===== config.mk =====
export PLATFORM = sky130hd
export DESIGN_NAME = glcd_tcs_ctrl
export DESIGN_NICKNAME = d
export VERILOG_FILES = /design/src/rtl/glcd_tcs_pkg.sv /design/src/rtl/glcd_tcs_ctrl.sv
export SDC_FILE = /design/constraint.sdc
export NUM_CORES = 1
export LEC_CHECK = 0
export BUFFER_PORTS_ARGS = -buffer_cell sky130_fd_sc_hd__buf_4
export CAP_MARGIN = 20
export CELL_PAD_IN_SITES_DETAIL_PLACEMENT = 0
export CELL_PAD_IN_SITES_GLOBAL_PLACEMENT = 1
export CORE_MARGIN = 4
export CORE_UTILIZATION = 24
export DETAILED_ROUTE_END_ITERATION = 8
export PLACE_DENSITY = 0.63
export SLEW_MARGIN = 20
export SYNTH_ARGS = -nofsm -noshare
export SYNTH_HDL_FRONTEND = slang
export SYNTH_SLANG_ARGS = --single-unit

===== constraint.sdc =====
create_clock -name clk -period 1.3 [get_ports clk]
set_input_delay 0.26 -clock clk [delete_from_list [all_inputs] [get_ports clk]]
set_output_delay 0.26 -clock clk [all_outputs]
set_load 0.1 [all_outputs]

===== src/rtl/glcd_tcs_pkg.sv =====
// Package: shared types, command codes and the 5x7 font ROM for the text sequencer.
package glcd_tcs_pkg;

    localparam int HALF_COLUMNS = 64;
    localparam int PAGE_COUNT   = 8;

    localparam logic [7:0] CMD_SET_PAGE = 8'hB8;
    localparam logic [7:0] CMD_SET_COL  = 8'h40;
    localparam logic [7:0] FIRST_CHAR   = 8'd32;
    localparam logic [7:0] LAST_CHAR    = 8'd90;
    localparam logic [7:0] BLANK_BYTE   = 8'h00;

    localparam logic [2:0] BLANK_IDX    = 3'd5;
    localparam logic [2:0] DONE_IDX     = 3'd6;
    localparam logic [7:0] COL_BEFORE_HALF = 8'(HALF_COLUMNS - 1);

    localparam logic REQ_DRAW = 1'b0;
    localparam logic REQ_SET  = 1'b1;

    typedef enum logic [2:0] {
        ST_IDLE,
        ST_PAGE,
        ST_COL,
        ST_DATA,
        ST_XPAGE,
        ST_XCOL
    } state_t;

    typedef enum logic [2:0] {
        WR_PAGE,
        WR_COL,
        WR_DATA,
        WR_XPAGE,
        WR_XCOL
    } wr_kind_t;

    // Controller to datapath
    typedef struct packed {
        logic     accept;
        logic     emit;
        wr_kind_t kind;
        logic     last;
        logic     wrap;
    } ctl_cmd_t;

    // Datapath to controller
    typedef struct packed {
        logic out_free;
        logic in_set;
        logic in_char_ok;
        logic set_req;
        logic hit_half;
        logic glyph_last;
        logic glyph_end;
    } dp_stat_t;

    // Five glyph columns packed with column 0 in the top byte
    function automatic logic [39:0] glyph_row(input logic [7:0] code);
        logic [39:0] row;
        case (code)
            8'd32: row = 40'h00_00_00_00_00;
            8'd33: row = 40'h00_00_5F_00_00;
            8'd34: row = 40'h00_07_00_07_00;
            8'd35: row = 40'h14_7F_14_7F_14;
            8'd36: row = 40'h24_2A_7F_2A_12;
            8'd37: row = 40'h23_13_08_64_62;
            8'd38: row = 40'h36_49_55_22_50;
            8'd39: row = 40'h00_05_03_00_00;
            8'd40: row = 40'h00_1C_22_41_00;
            8'd41: row = 40'h00_41_22_1C_00;
            8'd42: row = 40'h14_08_3E_08_14;
            8'd43: row = 40'h08_08_3E_08_08;
            8'd44: row = 40'h00_50_30_00_00;
            8'd45: row = 40'h08_08_08_08_08;
            8'd46: row = 40'h00_60_60_00_00;
            8'd47: row = 40'h20_10_08_04_02;
            8'd48: row = 40'h3E_51_49_45_3E;
            8'd49: row = 40'h00_42_7F_40_00;
            8'd50: row = 40'h42_61_51_49_46;
            8'd51: row = 40'h21_41_45_4B_31;
            8'd52: row = 40'h18_14_12_7F_10;
            8'd53: row = 40'h27_45_45_45_39;
            8'd54: row = 40'h3C_4A_49_49_30;
            8'd55: row = 40'h01_71_09_05_03;
            8'd56: row = 40'h36_49_49_49_36;
            8'd57: row = 40'h06_49_49_29_1E;
            8'd58: row = 40'h00_36_36_00_00;
            8'd59: row = 40'h00_56_36_00_00;
            8'd60: row = 40'h08_14_22_41_00;
            8'd61: row = 40'h14_14_14_14_14;
            8'd62: row = 40'h00_41_22_14_08;
            8'd63: row = 40'h02_01_51_09_06;
            8'd64: row = 40'h32_49_79_41_3E;
            8'd65: row = 40'h7E_11_11_11_7E;
            8'd66: row = 40'h7F_49_49_49_36;
            8'd67: row = 40'h3E_41_41_41_22;
            8'd68: row = 40'h7F_41_41_22_1C;
            8'd69: row = 40'h7F_49_49_49_41;
            8'd70: row = 40'h7F_09_09_09_01;
            8'd71: row = 40'h3E_41_49_49_7A;
            8'd72: row = 40'h7F_08_08_08_7F;
            8'd73: row = 40'h00_41_7F_41_00;
            8'd74: row = 40'h20_40_41_3F_01;
            8'd75: row = 40'h7F_08_14_22_41;
            8'd76: row = 40'h7F_40_40_40_40;
            8'd77: row = 40'h7F_02_0C_02_7F;
            8'd78: row = 40'h7F_04_08_10_7F;
            8'd79: row = 40'h3E_41_41_41_3E;
            8'd80: row = 40'h7F_09_09_09_06;
            8'd81: row = 40'h3E_41_51_21_5E;
            8'd82: row = 40'h7F_09_19_29_46;
            8'd83: row = 40'h26_49_49_49_32;
            8'd84: row = 40'h01_01_7F_01_01;
            8'd85: row = 40'h3F_40_40_40_3F;
            8'd86: row = 40'h1F_20_40_20_1F;
            8'd87: row = 40'h7F_20_18_20_7F;
            8'd88: row = 40'h63_14_08_14_63;
            8'd89: row = 40'h07_08_70_08_07;
            8'd90: row = 40'h61_51_49_45_43;
            default: row = 40'h00_00_00_00_00;
        endcase
        return row;
    endfunction

endpackage


===== src/rtl/glcd_tcs_ctrl.sv =====
// Controller: sequences the bus writes of one request.
module glcd_tcs_ctrl
    import glcd_tcs_pkg::*;
(
    input  logic     clk,
    input  logic     rst_n,
    input  logic     in_valid,
    output logic     in_ready,
    input  dp_stat_t stat,
    output ctl_cmd_t cmd
);

    state_t state_reg;
    state_t state_next;

    // State register
    always_ff @(posedge clk or negedge rst_n)
    begin
        if (!rst_n)
        begin
            state_reg <= ST_IDLE;
        end
        else
        begin
            state_reg <= state_next;
        end
    end

    // Next state and commands
    always_comb
    begin
        state_next = state_reg;
        cmd        = '0;
        cmd.kind   = WR_PAGE;
        in_ready   = 1'b0;
        case (state_reg)
            ST_IDLE:
            begin
                in_ready = 1'b1;
                if (in_valid)
                begin
                    cmd.accept = 1'b1;
                    // out-of-range characters finish here with no writes
                    if (stat.in_set || stat.in_char_ok)
                    begin
                        state_next = ST_PAGE;
                    end
                end
            end
            ST_PAGE:
            begin
                if (stat.out_free)
                begin
                    cmd.emit   = 1'b1;
                    cmd.kind   = WR_PAGE;
                    state_next = ST_COL;
                end
            end
            ST_COL:
            begin
                if (stat.out_free)
                begin
                    cmd.emit   = 1'b1;
                    cmd.kind   = WR_COL;
                    cmd.last   = stat.set_req;
                    state_next = stat.set_req ? ST_IDLE : ST_DATA;
                end
            end
            ST_DATA:
            begin
                if (stat.out_free)
                begin
                    cmd.emit = 1'b1;
                    cmd.kind = WR_DATA;
                    cmd.last = stat.glyph_last && !stat.hit_half;
                    cmd.wrap = stat.glyph_last && !stat.hit_half;
                    if (stat.hit_half)
                    begin
                        state_next = ST_XPAGE;
                    end
                    else if (stat.glyph_last)
                    begin
                        state_next = ST_IDLE;
                    end
                    else
                    begin
                        state_next = ST_PAGE;
                    end
                end
            end
            ST_XPAGE:
            begin
                if (stat.out_free)
                begin
                    cmd.emit   = 1'b1;
                    cmd.kind   = WR_XPAGE;
                    state_next = ST_XCOL;
                end
            end
            ST_XCOL:
            begin
                if (stat.out_free)
                begin
                    cmd.emit   = 1'b1;
                    cmd.kind   = WR_XCOL;
                    cmd.last   = stat.glyph_end;
                    cmd.wrap   = stat.glyph_end;
                    state_next = stat.glyph_end ? ST_IDLE : ST_PAGE;
                end
            end
            default:
            begin
                state_next = ST_IDLE;
            end
        endcase
    end

endmodule


# Yosys cells after proc, flatten, opt, wreduce, memory -nomap -nowiden
# Cells that the tools add are included.
dict set report totals {
  register_bits 3
  input_bits 10
  output_inout_bits 8
  word_cells 41
}
dict set report op_classes {
  n_eq_ne 12
  n_mux 23
  reduce_logical 5
}
# op count
set ops {}
lappend ops {{$mux W3} 8}
lappend ops {{$pmux W4 S5} 1}
lappend ops {{$pmux W3 S6} 1}
lappend ops {{$ne A2 B2 Y1 const B} 7}
lappend ops {{$mux W6} 2}
lappend ops {{$mux W4} 2}
lappend ops {{$reduce_and A7 Y1} 1}
lappend ops {{$eq A3 B2 Y1 const B} 2}
lappend ops {{$eq A3 B3 Y1 const B} 2}
lappend ops {{$mux W1} 5}
lappend ops {{$mux W5} 1}
lappend ops {{$eq A3 B1 Y1 const B} 1}
lappend ops {{$logic_not A3 Y1} 1}
lappend ops {{$pmux W1 S3} 1}
lappend ops {{$mux W2} 1}
lappend ops {{$pmux W1 S2} 1}
lappend ops {{$logic_and A1 B1 Y1} 1}
lappend ops {{$logic_not A1 Y1} 1}
lappend ops {{$logic_or A1 B1 Y1} 1}

# Longest topological paths before layout
# Gate-level depths: netlist of run 1.
dict set report logic_depth {
  ltp_word 4
  depth_mapped 4
  ltp_nobuf 3
}

# Least setup slack after synthesis of run 1
# No wires, ideal clock.
dict set report synth_timing {
  path_type {register -> output}
  startpoint {register state_reg[2]}
  endpoint {output cmd[5] (netlist name)}
  arrival_ns 3.025
  t_required_ns 1.040
  setup_slack_ns -1.985
  stages_incl_launch_ff 4
  n_path_buf 1
  path_cell_list {dfrtp_1 -> buf_6 -> nor3_2 -> a211oi_1}
}
# item line_no
set synth_lines {}
lappend synth_lines {{start: declaration} glcd_tcs_ctrl.sv:13} ;# state_t state_reg;
lappend synth_lines {{start signal: assignment} glcd_tcs_ctrl.sv:25} ;# state_reg <= state_next;
lappend synth_lines {{end: declaration} glcd_tcs_ctrl.sv:10} ;# output ctl_cmd_t cmd

==> results of run 1 <==
worst max path at each step:
stage / from / end / cells after the start
after floorplan: state_reg[2] / cmd[6] / 3
after global placement: state_reg[2] / cmd[6] / 4
after detailed placement: state_reg[2] / cmd[6] / 4
after CTS: state_reg[1] / cmd[5] / 5
after global routing: state_reg[1] / cmd[2] / 5
final: state_reg[2] / cmd[1] / 4
layer usage:
| layer | GRT usage [%] | wire length (µm) | up-vias |
|---|---|---|---|
| met5 | 0 | 0 | - |
| met4 | 7.02 | 0 | 0 |
| met3 | 1.59 | 70 | 0 |
| met2 | 25.7 | 785 | 15 |
| met1 | 16.3 | 433 | 215 |
| li1 | - | - | 223 |
layout make-up:
class | count | area, µm² | area share [%]
repair buffers | 36 | 414 | 47.2
inverters | 1 | 3.75 | 0.427
clock buffers | 4 | 26.3 | 2.99
flip-flops and latches | 3 | 78.8 | 8.97
well taps | 15 | 18.8 | 2.14
multi-input cells | 34 | 337 | 38.3
per-stage QoR:
step,hold WS [ns],std cells,utilization (%),TNS (ns)
finish,0.352,93,67.5,-2.91
global route,0.361,93,67.5,-3.45
CTS,0.339,92,65.0,-2.97
detailed placement,0.0501,82,48.9,-1.95
global placement,0.0489,82,48.9,-1.73
floorplan,-0.0356,41,-,-4.00
synth_stat cells:
master / number / area, µm²
a211oi_1: 1 / 7.51
a21oi_1: 4 / 20.0
a221oi_2: 1 / 15.0
a311oi_1: 1 / 8.76
and2_1: 1 / 6.26
and3_1: 1 / 6.26
and3b_1: 1 / 8.76
and4bb_1: 1 / 12.5
buf_2: 1 / 5.00
buf_6: 2 / 22.5
dfrtp_1: 3 / 75.1
inv_1: 1 / 3.75
mux2i_1: 1 / 10.0
nand2_1: 3 / 11.3
nand2b_1: 2 / 12.5
nand3b_1: 2 / 15.0
nor2_1: 4 / 15.0
nor2b_1: 1 / 6.26
nor2b_2: 1 / 8.76
nor3_1: 1 / 5.00
nor3_2: 1 / 10.0
nor3b_1: 1 / 7.51
o21ai_0: 1 / 5.00
o21ai_1: 1 / 5.00
o21bai_1: 1 / 7.51
o2bb2ai_1: 1 / 8.76
o31a_1: 1 / 8.76
or2_1: 1 / 6.26
power by group through the flow:
stage / clock (mW) / sequential [mW] / combinational (mW)
final: 0.163 / 0.222 / 2.01
after global routing: 0.175 / 0.229 / 2.10
after CTS: 0.172 / 0.206 / 1.90
after detailed placement: 0 / 0.207 / 1.50
after global placement: 0 / 0.205 / 1.48
after floorplan: 0 / 0.191 / 1.14
timing repair:
| action | in CTS | in global routing |
|---|---|---|
| setup buffers | 5 | 1 |
| endpoints found under the setup margin | 10 | 10 |
| hold buffers | 1 | 0 |
| gates cloned | 0 | 0 |
| gates resized for setup | 32 | 7 |
| hold endpoints to repair | 3 | 0 |
| pin swaps | 4 | 6 |
kinds of logic (layout without fill, tap and decap cells):
family	after synthesis	in the layout	share of synthesized area (%)
AO/OA/AOI/OAI	12	12	25.8
flip-flops	3	3	22.5
multiplexers	1	1	3.00
buffers and inverters	4	41	9.36
AND/OR/NAND/NOR	21	21	39.3
critical path, delay by kind of cell (launching register included):
kind,cells,cell delay (ns)
buffers and inverters,1,0.19
flip-flops,1,0.45
AND/OR/NAND/NOR,1,0.34
AO/OA/AOI/OAI,2,0.25
==> summary.md, run 1 <==
| Metric | Value |
|---|---|
| Antenna Violating Nets Remaining | `0` |
| # diodes | `0` |
| Synthesized area per cell | `8.15 µm²` |
| Drt pass-1 iters | `4` |
| Nets | `89` |
| Layout cell share with drive strength beyond 1 | `74.4%` |
| Sequential fraction of the synthesis area | `22.5%` |
| Routed wire per std cell | `13.9 µm` |
| Hold Crit Class | `primary input to async pin` |
| Via/cell ratio | `4.87` |
| RSZ-0062 raised after global routing | `yes` |
| Tcrit/Tclk final | `132%` |
| Cell variety after synth | `28` |
| Slew headroom | `69.0%` |
| Final Max Slew Viols | `0` |
| Psw | `1.18 mW` |
| Warnings from Yosys | `0` |
| Crit-path slowest cell | `dfrtp_2` |
| Die Span X | `45.3 µm` |
| Max-Cap Viols | `0` |
| Final setup violation count | `9` |
| Largest register FFs | `3` |
| Worst Path Required | `1.04 ns` |
| P_int | `1.21 mW` |
| Flop pwr share | `9.3%` |
| Total wire length | `1290 µm` |
| PwrDens | `2720 nW/µm²` |
| Critical register-to-register path startpoint | `state_reg[1]` |
| Worst skew pair latency | `0.23 ns` |
| Post-route DRC | `0` |
| Worst slew pin tran | `0.465 ns` |
| Layout Cell Area excl Fill | `878 µm²` |
| Clock Tree Root | `clkbuf_4` |
| GPL Wtd Cong | `0.716` |
| P&R area growth vs syn | `163%` |
| Reg2Reg Capture Point | `state_reg[0]` |
| Most frequent cells in the layout | `buf_4 (19), buf_12 (10), buf_6 (5)` |
| Pin count of the biggest net entering global routing | `7` |
| Core area | `1300 µm²` |
| Worst Reg-to-Reg Cells | `4` |
| # IOs | `18` |
| Die Ht | `45.3 µm` |
| H-tree level count | `1` |
| CP Capture Type | `output pin` |
| FMAX | `584 MHz` |
| Cell Area, Placed | `637 µm²` |
| Global Route Usage Sum | `14.3%` |
| Combinational fraction of design power | `83.9%` |
| Worst Path Arrival | `1.45 ns` |
| CTS tree | `built` |
| Final Hold Violating Endpoints | `0` |
| Synthesized instance count | `41` |
| Slowest cell delay on critical path | `0.45 ns` |
| Post-Syn Nets | `51` |
| Die Area | `2050 µm²` |
| Cells along the critical path | `and4bb_1 > o21ai_4 > a21oi_4 > buf_12` |
| Fin crit period | `1.71 ns` |
| Worst-path fanout max | `6` |
| Initial Util | `25.7%` |
| Max VDD drop | `1.23 mV` |
| Initial antenna violation count | `0` |
| # fillers | `119` |
| Seq cells post-synth | `3` |
| Switching Share | `49.4%` |
| # clock sinks | `3` |
| Clk buf depth | `2` |
| Vias in the first global route | `482` |
| First-pass GRT wire length | `2090 µm` |
| DR vias | `453` |
| Clk network pwr share | `6.8%` |
| Setup slack after layout | `-0.413 ns` |
| Status | `finished, violations left` |
| Row count | `13` |
| Power after layout | `2.39 mW` |
| Post-DP HPWL | `884 µm` |
| Initial drt markers | `2` |
| Crit Path Class | `flip-flop to output pin` |
| Worst R2R Setup Slack | `-0.02 ns` |
| CTS buffer count | `3` |
| Grt total ovfl | `0` |
| Most common cell after layout, fill and taps aside | `buf_4` |
| Port Buffers | `17` |
| Worst setup SP type | `flip-flop` |
| Clock skew | `0.00443 ns` |
| Syn Std Cell Area | `334 µm²` |
| Clock-pin slew on the worst setup and hold paths | `0.04 ns` |
| Static leakage | `0.377 nW` |
| Pre-CTS setup slack | `-0.307 ns` |
| Failing checks | `negative setup slack` |
Power figures use the tool's default switching activity.
==> run 2, diff against run 1 <==
--- a/config.mk
+++ b/config.mk
@@ -5,6 +5,7 @@
 export SDC_FILE = /design/constraint.sdc
 export NUM_CORES = 1
 export LEC_CHECK = 0
+export ABC_AREA = 1
 export BUFFER_PORTS_ARGS = -buffer_cell sky130_fd_sc_hd__buf_4
 export CAP_MARGIN = 20
 export CELL_PAD_IN_SITES_DETAIL_PLACEMENT = 0
@@ -12,7 +13,7 @@
 export CORE_MARGIN = 4
 export CORE_UTILIZATION = 24
 export DETAILED_ROUTE_END_ITERATION = 8
-export PLACE_DENSITY = 0.63
+export PLACE_DENSITY = 0.68
 export SLEW_MARGIN = 20
 export SYNTH_ARGS = -nofsm -noshare
 export SYNTH_HDL_FRONTEND = slang
==> run 2 against run 1 <==
The flow still finishes with violations (negative setup slack). Routed wire length fell by 8.4%. Die area fell by 1.6%. Global-route usage decreased by 0.60 points. Cell count rose by 22%. Non-clock buffer count increased by 2. First-iteration DRC count rose to 2.5 times the previous value. Hold slack got worse by 0.0046 ns. Clock power increased by 3%. Clock skew decreased by 0.0036 ns. Critical path type unchanged. Critical endpoint is now cmd[2]. Largest power group unchanged.
==> summary.md, run 2 <==
| Metric | Value |
|---|---|
| Status | `finished, violations left` |
| Failing checks | `negative setup slack` |
| Synth top area share | `22.9% (+0.43 points)` |
| First-pass GRT wire length | `1950 µm (-6.6%)` |
| Largest register FFs | `3 (unchanged)` |
| CP Capture Type | `output pin` |
| Post-route DRC | `0 (unchanged)` |
| Row count | `13 (unchanged)` |
| Drt pass-1 iters | `4 (unchanged)` |
| Global Route Usage Sum | `13.7% (-0.60 points)` |
| Slowest cell delay on critical path | `0.44 ns (about the same)` |
| Setup slack after layout | `-0.382 ns (+0.0315 ns)` |
| Final Max Slew Viols | `0 (unchanged)` |
| RSZ-0062 raised after global routing | `yes` |
| Main synth FF type | `dfrtp_1` |
| Post-route setup TNS | `-3.00 ns (-0.0956 ns)` |
| Port Buffers | `17 (unchanged)` |
| Static leakage | `0.448 nW (+19%)` |
| CP Buf/Inv Count | `2 (+1)` |
| Warnings from Yosys | `0 (unchanged)` |
| Crit-path slowest cell | `dfrtp_2` |
| Layout cell share with drive strength beyond 1 | `68.4% (-6.0 points)` |
| Most frequent cells in the layout | `buf_4 (22), nand2_1 (11), buf_12 (8)` |
| Synthesized area per cell | `5.85 µm² (-28%)` |
| Nets | `109 (+22%)` |
| Max-Cap Viols | `0 (unchanged)` |
| Clk buf depth | `2 (unchanged)` |
| CTS buffer count | `3 (unchanged)` |
| Cell variety after synth | `15 (-46%)` |
| Final Hold Violating Endpoints | `0 (unchanged)` |
| Die Span X | `45.0 µm (-0.78%)` |
| Seq cells post-synth | `3 (unchanged)` |
| Most common cell after layout, fill and taps aside | `buf_4` |
| Fin crit period | `1.68 ns (-0.0315 ns)` |
| Clock-pin slew on the worst setup and hold paths | `0.04 ns (about the same)` |
| Grt total ovfl | `0 (unchanged)` |
| Initial antenna violation count | `0 (unchanged)` |
| # IOs | `18 (unchanged)` |
| Sequential fraction of the synthesis area | `22.9% (+0.43 points)` |
| FMAX | `595 MHz (+1.9%)` |
| Cells along the critical path | `buf_6 > nor2_4 > nand2_4 > o21ai_4 > buf_12` |
| Synth top cells by count | `nand2_1 (17), nor2_1 (11), inv_1 (7)` |
| Worst-path fanout max | `4 (-2)` |
| Worst setup SP type | `flip-flop` |
| Max VDD drop | `1.70 mV (+39%)` |
| Via/cell ratio | `4.36 (-10%)` |
| # fillers | `109 (-8.4%)` |
| Worst Path Arrival | `1.42 ns (-0.03 ns)` |
| Die Ht | `45.0 µm (-0.78%)` |
| Post-Syn Nets | `66 (+29%)` |
| Total wire length | `1180 µm (-8.4%)` |
| Pre-CTS setup slack | `-0.264 ns (+0.0434 ns)` |
| Largest delay share family, worst path | `flip-flops` |
| Post-DP HPWL | `859 µm (-2.8%)` |
| Die Area | `2020 µm² (-1.6%)` |
| Core area | `1300 µm² (unchanged)` |
| Largest cells by area after synthesis | `dfrtp_1 (23%), nand2_1 (19%), nor2_1 (13%)` |
| Final setup violation count | `11 (+2)` |
| Worst skew pair latency | `0.24 ns (about the same)` |
| Antenna Violating Nets Remaining | `0 (unchanged)` |
| # diodes | `0 (unchanged)` |
| Most frequent cell after synthesis | `nand2_1` |
| Initial drt markers | `5 (+3)` |
| CTS tree | `built` |
| Hold Crit Class | `primary input to async pin` |
| Worst slew pin tran | `0.211 ns (-0.254 ns)` |
| GPL Wtd Cong | `0.685 (-4.4%)` |
| Tcrit/Tclk final | `129% (-2.4 points)` |
| H-tree level count | `1 (unchanged)` |
| # clock sinks | `3 (unchanged)` |
| Worst Path Required | `1.04 ns (about the same)` |
| Clock skew | `0.000833 ns (-0.00359 ns)` |
| Crit Path Class | `flip-flop to output pin` |
| Post-synth EDFFs | `0 (unchanged)` |
| Leading area contributor after synthesis | `dfrtp_1` |
| Clock Tree Root | `clkbuf_4` |
| Ys async rst share | `100% (unchanged)` |
| Initial Util | `25.2% (-0.48 points)` |
| DR vias | `493 (+8.8%)` |
| Vias in the first global route | `461 (-4.4%)` |
| Syn Std Cell Area | `328 µm² (-1.9%)` |
| Synthesized instance count | `56 (+37%)` |
| PwrDens | `2240 nW/µm² (-18%)` |
| Pin count of the biggest net entering global routing | `6 (-1)` |
| Worst R2R Setup Slack | `-0.11 ns (-0.09 ns)` |
| Slew headroom | `85.8% (+17 points)` |
| Routed wire per std cell | `10.5 µm (-25%)` |
| P&R area growth vs syn | `180%` |
run 2: cell count changes after synthesis, sizes merged, moves of 3 or more:
cell | before | now
a21oi | 4 | 1
buf | 3 | 0
inv | 1 | 10
nand2 | 3 | 20
nand3 | 0 | 4
nor2 | 4 | 12
run 2: layer usage:
layer	share of wire [%]	global-route usage [%]	up-vias
li1	-	-	259
met1	39	16.5	217
met2	53	22.0	11
met3	3.6	1.20	6
met4	5.1	10.5	0
met5	0	0	-
run 2: logic make-up after synthesis:
logic type | share of synthesized area (%)
DFF | 22.9
AOI/OAI and AO/OA | 9.92
and+or+nand+nor | 55.0
buffers and inverters | 12.2
run 2: power by group:
group	total (mW)	leakage, nW	switching (mW)	internal [mW]
logic	1.69	0.397	0.997	0.689
registers	0.200	0.0361	0.0639	0.136
clock network	0.168	0.0150	0.0525	0.115
total	2.05	0.448	1.11	0.941
run 2: stage by stage:
step	power (mW)	util (%)	hold slack [ns]	cell area (µm²)	std cells
final	2.05	70.6	0.347	918	113
after global routing	2.16	70.6	0.366	918	113
after CTS	2.00	67.2	0.339	875	111
after detailed placement	1.50	50.4	0.0512	656	103
after global placement	1.49	50.4	0.0520	656	103
after floorplan	1.12	-	-0.0356	397	56
run 2: worst paths after layout:
path | from | to | depth (start not counted)
worst min register to register | state_reg[2] | state_reg[2] | 3
worst min-delay path | rst_n | state_reg[0] | 2
worst max register to register | state_reg[0] | state_reg[2] | 10
max in group asynchronous | rst_n | state_reg[1] | 2
min in group clk | stat[5] | state_reg[2] | 6
worst max-delay path | state_reg[0] | cmd[2] | 5
run 2: area by class of cell:
| class | count | area (µm²) | area share (%) |
|---|---|---|---|
| repair buffers | 38 | 414 | 45.1 |
| inverters | 10 | 50.0 | 5.45 |
| multi-input cells | 43 | 332 | 36.1 |
| clock buffers | 4 | 26.3 | 2.86 |
| well taps | 15 | 18.8 | 2.04 |
| flip-flops and latches | 3 | 77.6 | 8.45 |
run 2: repair_timing:
item,CTS,global route
hold buffers,1,0
pin swaps,10,11
resized for setup,39,6
setup endpoints to repair,11,11
hold endpoints to repair,3,0
buffers inserted,4,3
==> run 3, diff against run 2 <==
--- a/config.mk
+++ b/config.mk
@@ -14,6 +14,7 @@
 export CORE_UTILIZATION = 24
 export DETAILED_ROUTE_END_ITERATION = 8
 export PLACE_DENSITY = 0.68
+export SETUP_SLACK_MARGIN = 0.5
 export SLEW_MARGIN = 20
 export SYNTH_ARGS = -nofsm -noshare
 export SYNTH_HDL_FRONTEND = slang
==> constraint.sdc (replaced) <==
create_clock -name clk -period 1.3 [get_ports clk]
set_input_delay 0.065 -clock clk [delete_from_list [all_inputs] [get_ports clk]]
set_output_delay 0.065 -clock clk [all_outputs]
set_load 0.1 [all_outputs]
==> run 3 against run 2 <==
The flow still finishes with violations (negative setup slack). Clock skew hardly changed. Cell count down 2.7%. Cell area down 4.1%. First-iteration DRC count is 40% lower. Via count fell by 2.8%. Total power rose by 2.4%. Global-route usage shrank 0.74 points. Core utilization fell by 2.9 points. Sequential power grew 6%. Routed wire length is 1.4% lower. Critical path depth is the same. Critical endpoint is now cmd[1].
==> summary.md, run 3 (same netlist as run 2, synthesis figures left out) <==
| Metric | Value |
|---|---|
| H-tree level count | `1 (unchanged)` |
| CTS tree | `built` |
| FMAX | `668 MHz (+12%)` |
| Row count | `13 (unchanged)` |
| Initial antenna violation count | `0 (unchanged)` |
| Fin crit period | `1.50 ns (-0.185 ns)` |
| Slowest cell delay on critical path | `0.45 ns (about the same)` |
| Worst Path Required | `1.24 ns (+0.20 ns)` |
| Max VDD drop | `1.42 mV (-16%)` |
| CTS buffer count | `3 (unchanged)` |
| Die Area | `2020 µm² (unchanged)` |
| Core area | `1300 µm² (unchanged)` |
| Vias in the first global route | `462 (+0.22%)` |
| Cells along the critical path | `buf_6 > nor2_2 > nand2_1 > o211ai_1 > buf_6` |
| RSZ-0062 raised after global routing | `yes` |
| # diodes | `0 (unchanged)` |
| Worst Path Arrival | `1.43 ns (about the same)` |
| Antenna Violating Nets Remaining | `0 (unchanged)` |
| Clock-pin slew on the worst setup and hold paths | `0.04 ns (about the same)` |
| Final Hold Violating Endpoints | `0 (unchanged)` |
| Worst Reg-to-Reg Cells | `10 (unchanged)` |
| Worst R2R Setup Slack | `-0.05 ns (+0.06 ns)` |
| Post-DP HPWL | `765 µm (-11%)` |
| Util after Layout | `67.7% (-2.9 points)` |
| Post-route DRC | `0 (unchanged)` |
| PwrDens | `2390 nW/µm² (+6.7%)` |
| Max-Cap Viols | `0 (unchanged)` |
| Final Max Slew Viols | `0 (unchanged)` |
| Final setup violation count | `10 (-1)` |
| # fillers | `107 (-1.8%)` |
| # IOs | `18 (unchanged)` |
| Initial drt markers | `3 (-2)` |
| Initial Util | `25.2% (unchanged)` |
| CP Capture Type | `output pin` |
| Reg2Reg Capture Point | `state_reg[2]` |
| Most common cell after layout, fill and taps aside | `buf_4` |
| Power after layout | `2.10 mW (+2.4%)` |
| Worst path most repeated cell | `buf_6` |
| Nets | `106 (-2.8%)` |
| First-pass GRT wire length | `1910 µm (-2.1%)` |
| Worst-path fanout max | `6 (+2)` |
| # clock sinks | `3 (unchanged)` |
| Die Ht | `45.0 µm (unchanged)` |
| Port Buffers | `17 (unchanged)` |
| Global Route Usage Sum | `12.9% (-0.74 points)` |
| Slew headroom | `79.1% (-6.7 points)` |
| Via/cell ratio | `4.35 (-0.19%)` |
| Worst skew pair latency | `0.23 ns (about the same)` |
| Most frequent cells in the layout | `buf_4 (18), nand2_1 (12), buf_12 (8), buf_6 (8)` |
| Largest delay share family, worst path | `flip-flops` |
| Crit-path slowest cell | `dfrtp_2` |
| Pin count of the biggest net entering global routing | `8 (+2)` |
| Inst Count DP | `95 (-7.8%)` |
| Status | `finished, violations left` |
| Clk buf depth | `2 (unchanged)` |
| Layout cell share with drive strength beyond 1 | `64.2% (-4.2 points)` |
| DR vias | `479 (-2.8%)` |
| Drt pass-1 iters | `2 (-2)` |
| Failing checks | `negative setup slack` |
| Crit Path Class | `flip-flop to output pin` |
| Critical register-to-register path startpoint | `state_reg[1]` |
| Finished Layout Cells | `110 (-2.7%)` |
| GPL Wtd Cong | `0.718 (+4.8%)` |
| Worst setup SP type | `flip-flop` |
| Worst slew pin tran | `0.313 ns (+0.102 ns)` |
| Clock skew | `0.000619 ns (-0.000215 ns)` |
| P&R area growth vs syn | `169%` |
| Total wire length | `1170 µm (-1.4%)` |
| WHS | `0.168 ns (-0.179 ns)` |
| CP Buf/Inv Count | `2 (unchanged)` |
| Clock Tree Root | `clkbuf_4` |
| Tcrit/Tclk final | `115% (-14 points)` |
| Critical path depth | `5 (unchanged)` |
| Routed wire per std cell | `10.6 µm (+1.3%)` |
| Largest register FFs | `3 (unchanged)` |
| Hold Crit Class | `primary input to async pin` |
| Static leakage | `0.426 nW (-4.9%)` |
| Die Span X | `45.0 µm (unchanged)` |
| Grt total ovfl | `0 (unchanged)` |
| Setup slack after layout | `-0.197 ns (+0.185 ns)` |
run 3: how the worst max path moves through the flow:
| stage | startpoint | end |
|---|---|---|
| after CTS | state_reg[2] | cmd[1] |
| after detailed placement | state_reg[1] | cmd[1] |
| after floorplan | state_reg[2] | cmd[1] |
| after global placement | state_reg[1] | cmd[1] |
| after global routing | state_reg[2] | cmd[1] |
| final | state_reg[0] | cmd[1] |
run 3: metrics by stage:
stage	TNS [ns]	area, µm²	worst slack, ns
3_5_place_dp	-0.0903	596	-0.0500
4_1_cts	-0.923	798	-0.211
6_report	-1.03	881	-0.197
2_1_floorplan	-2.07	397	-0.936
5_1_grt	-1.78	881	-0.255
3_3_place_gp	-0.0751	596	-0.0666
run 3: timing repair:
action	4_1_cts	5_1_grt
hold buffers	1	0
endpoints found under the setup margin	11	11
resized for setup	29	9
pin swaps	9	11
buffers inserted	5	5
hold endpoints to repair	3	0
run 3: power by group:
group	total [mW]	switching, mW	leakage [nW]	internal [mW]
registers	0.213	0.0771	0.0361	0.136
logic	1.73	0.996	0.375	0.730
clock network	0.163	0.0482	0.0150	0.115
run 3: per-layer routing:
metal	routed length, µm	track usage [%]	up-vias
li1	-	-	252
met1	487	15.5	221
met2	644	20.3	6
met3	33	2.79	0
met4	0	8.77	0
met5	0	0	-
run 3: cell type report:
| class | count | area (µm²) | area share (%) |
|---|---|---|---|
| clock buffer | 4 | 26.3 | 2.98 |
| multi-input combinational | 43 | 313 | 35.5 |
| tap | 15 | 18.8 | 2.13 |
| inverter | 10 | 50.0 | 5.68 |
| timing repair buffer | 35 | 395 | 44.9 |
| sequential | 3 | 77.6 | 8.81 |
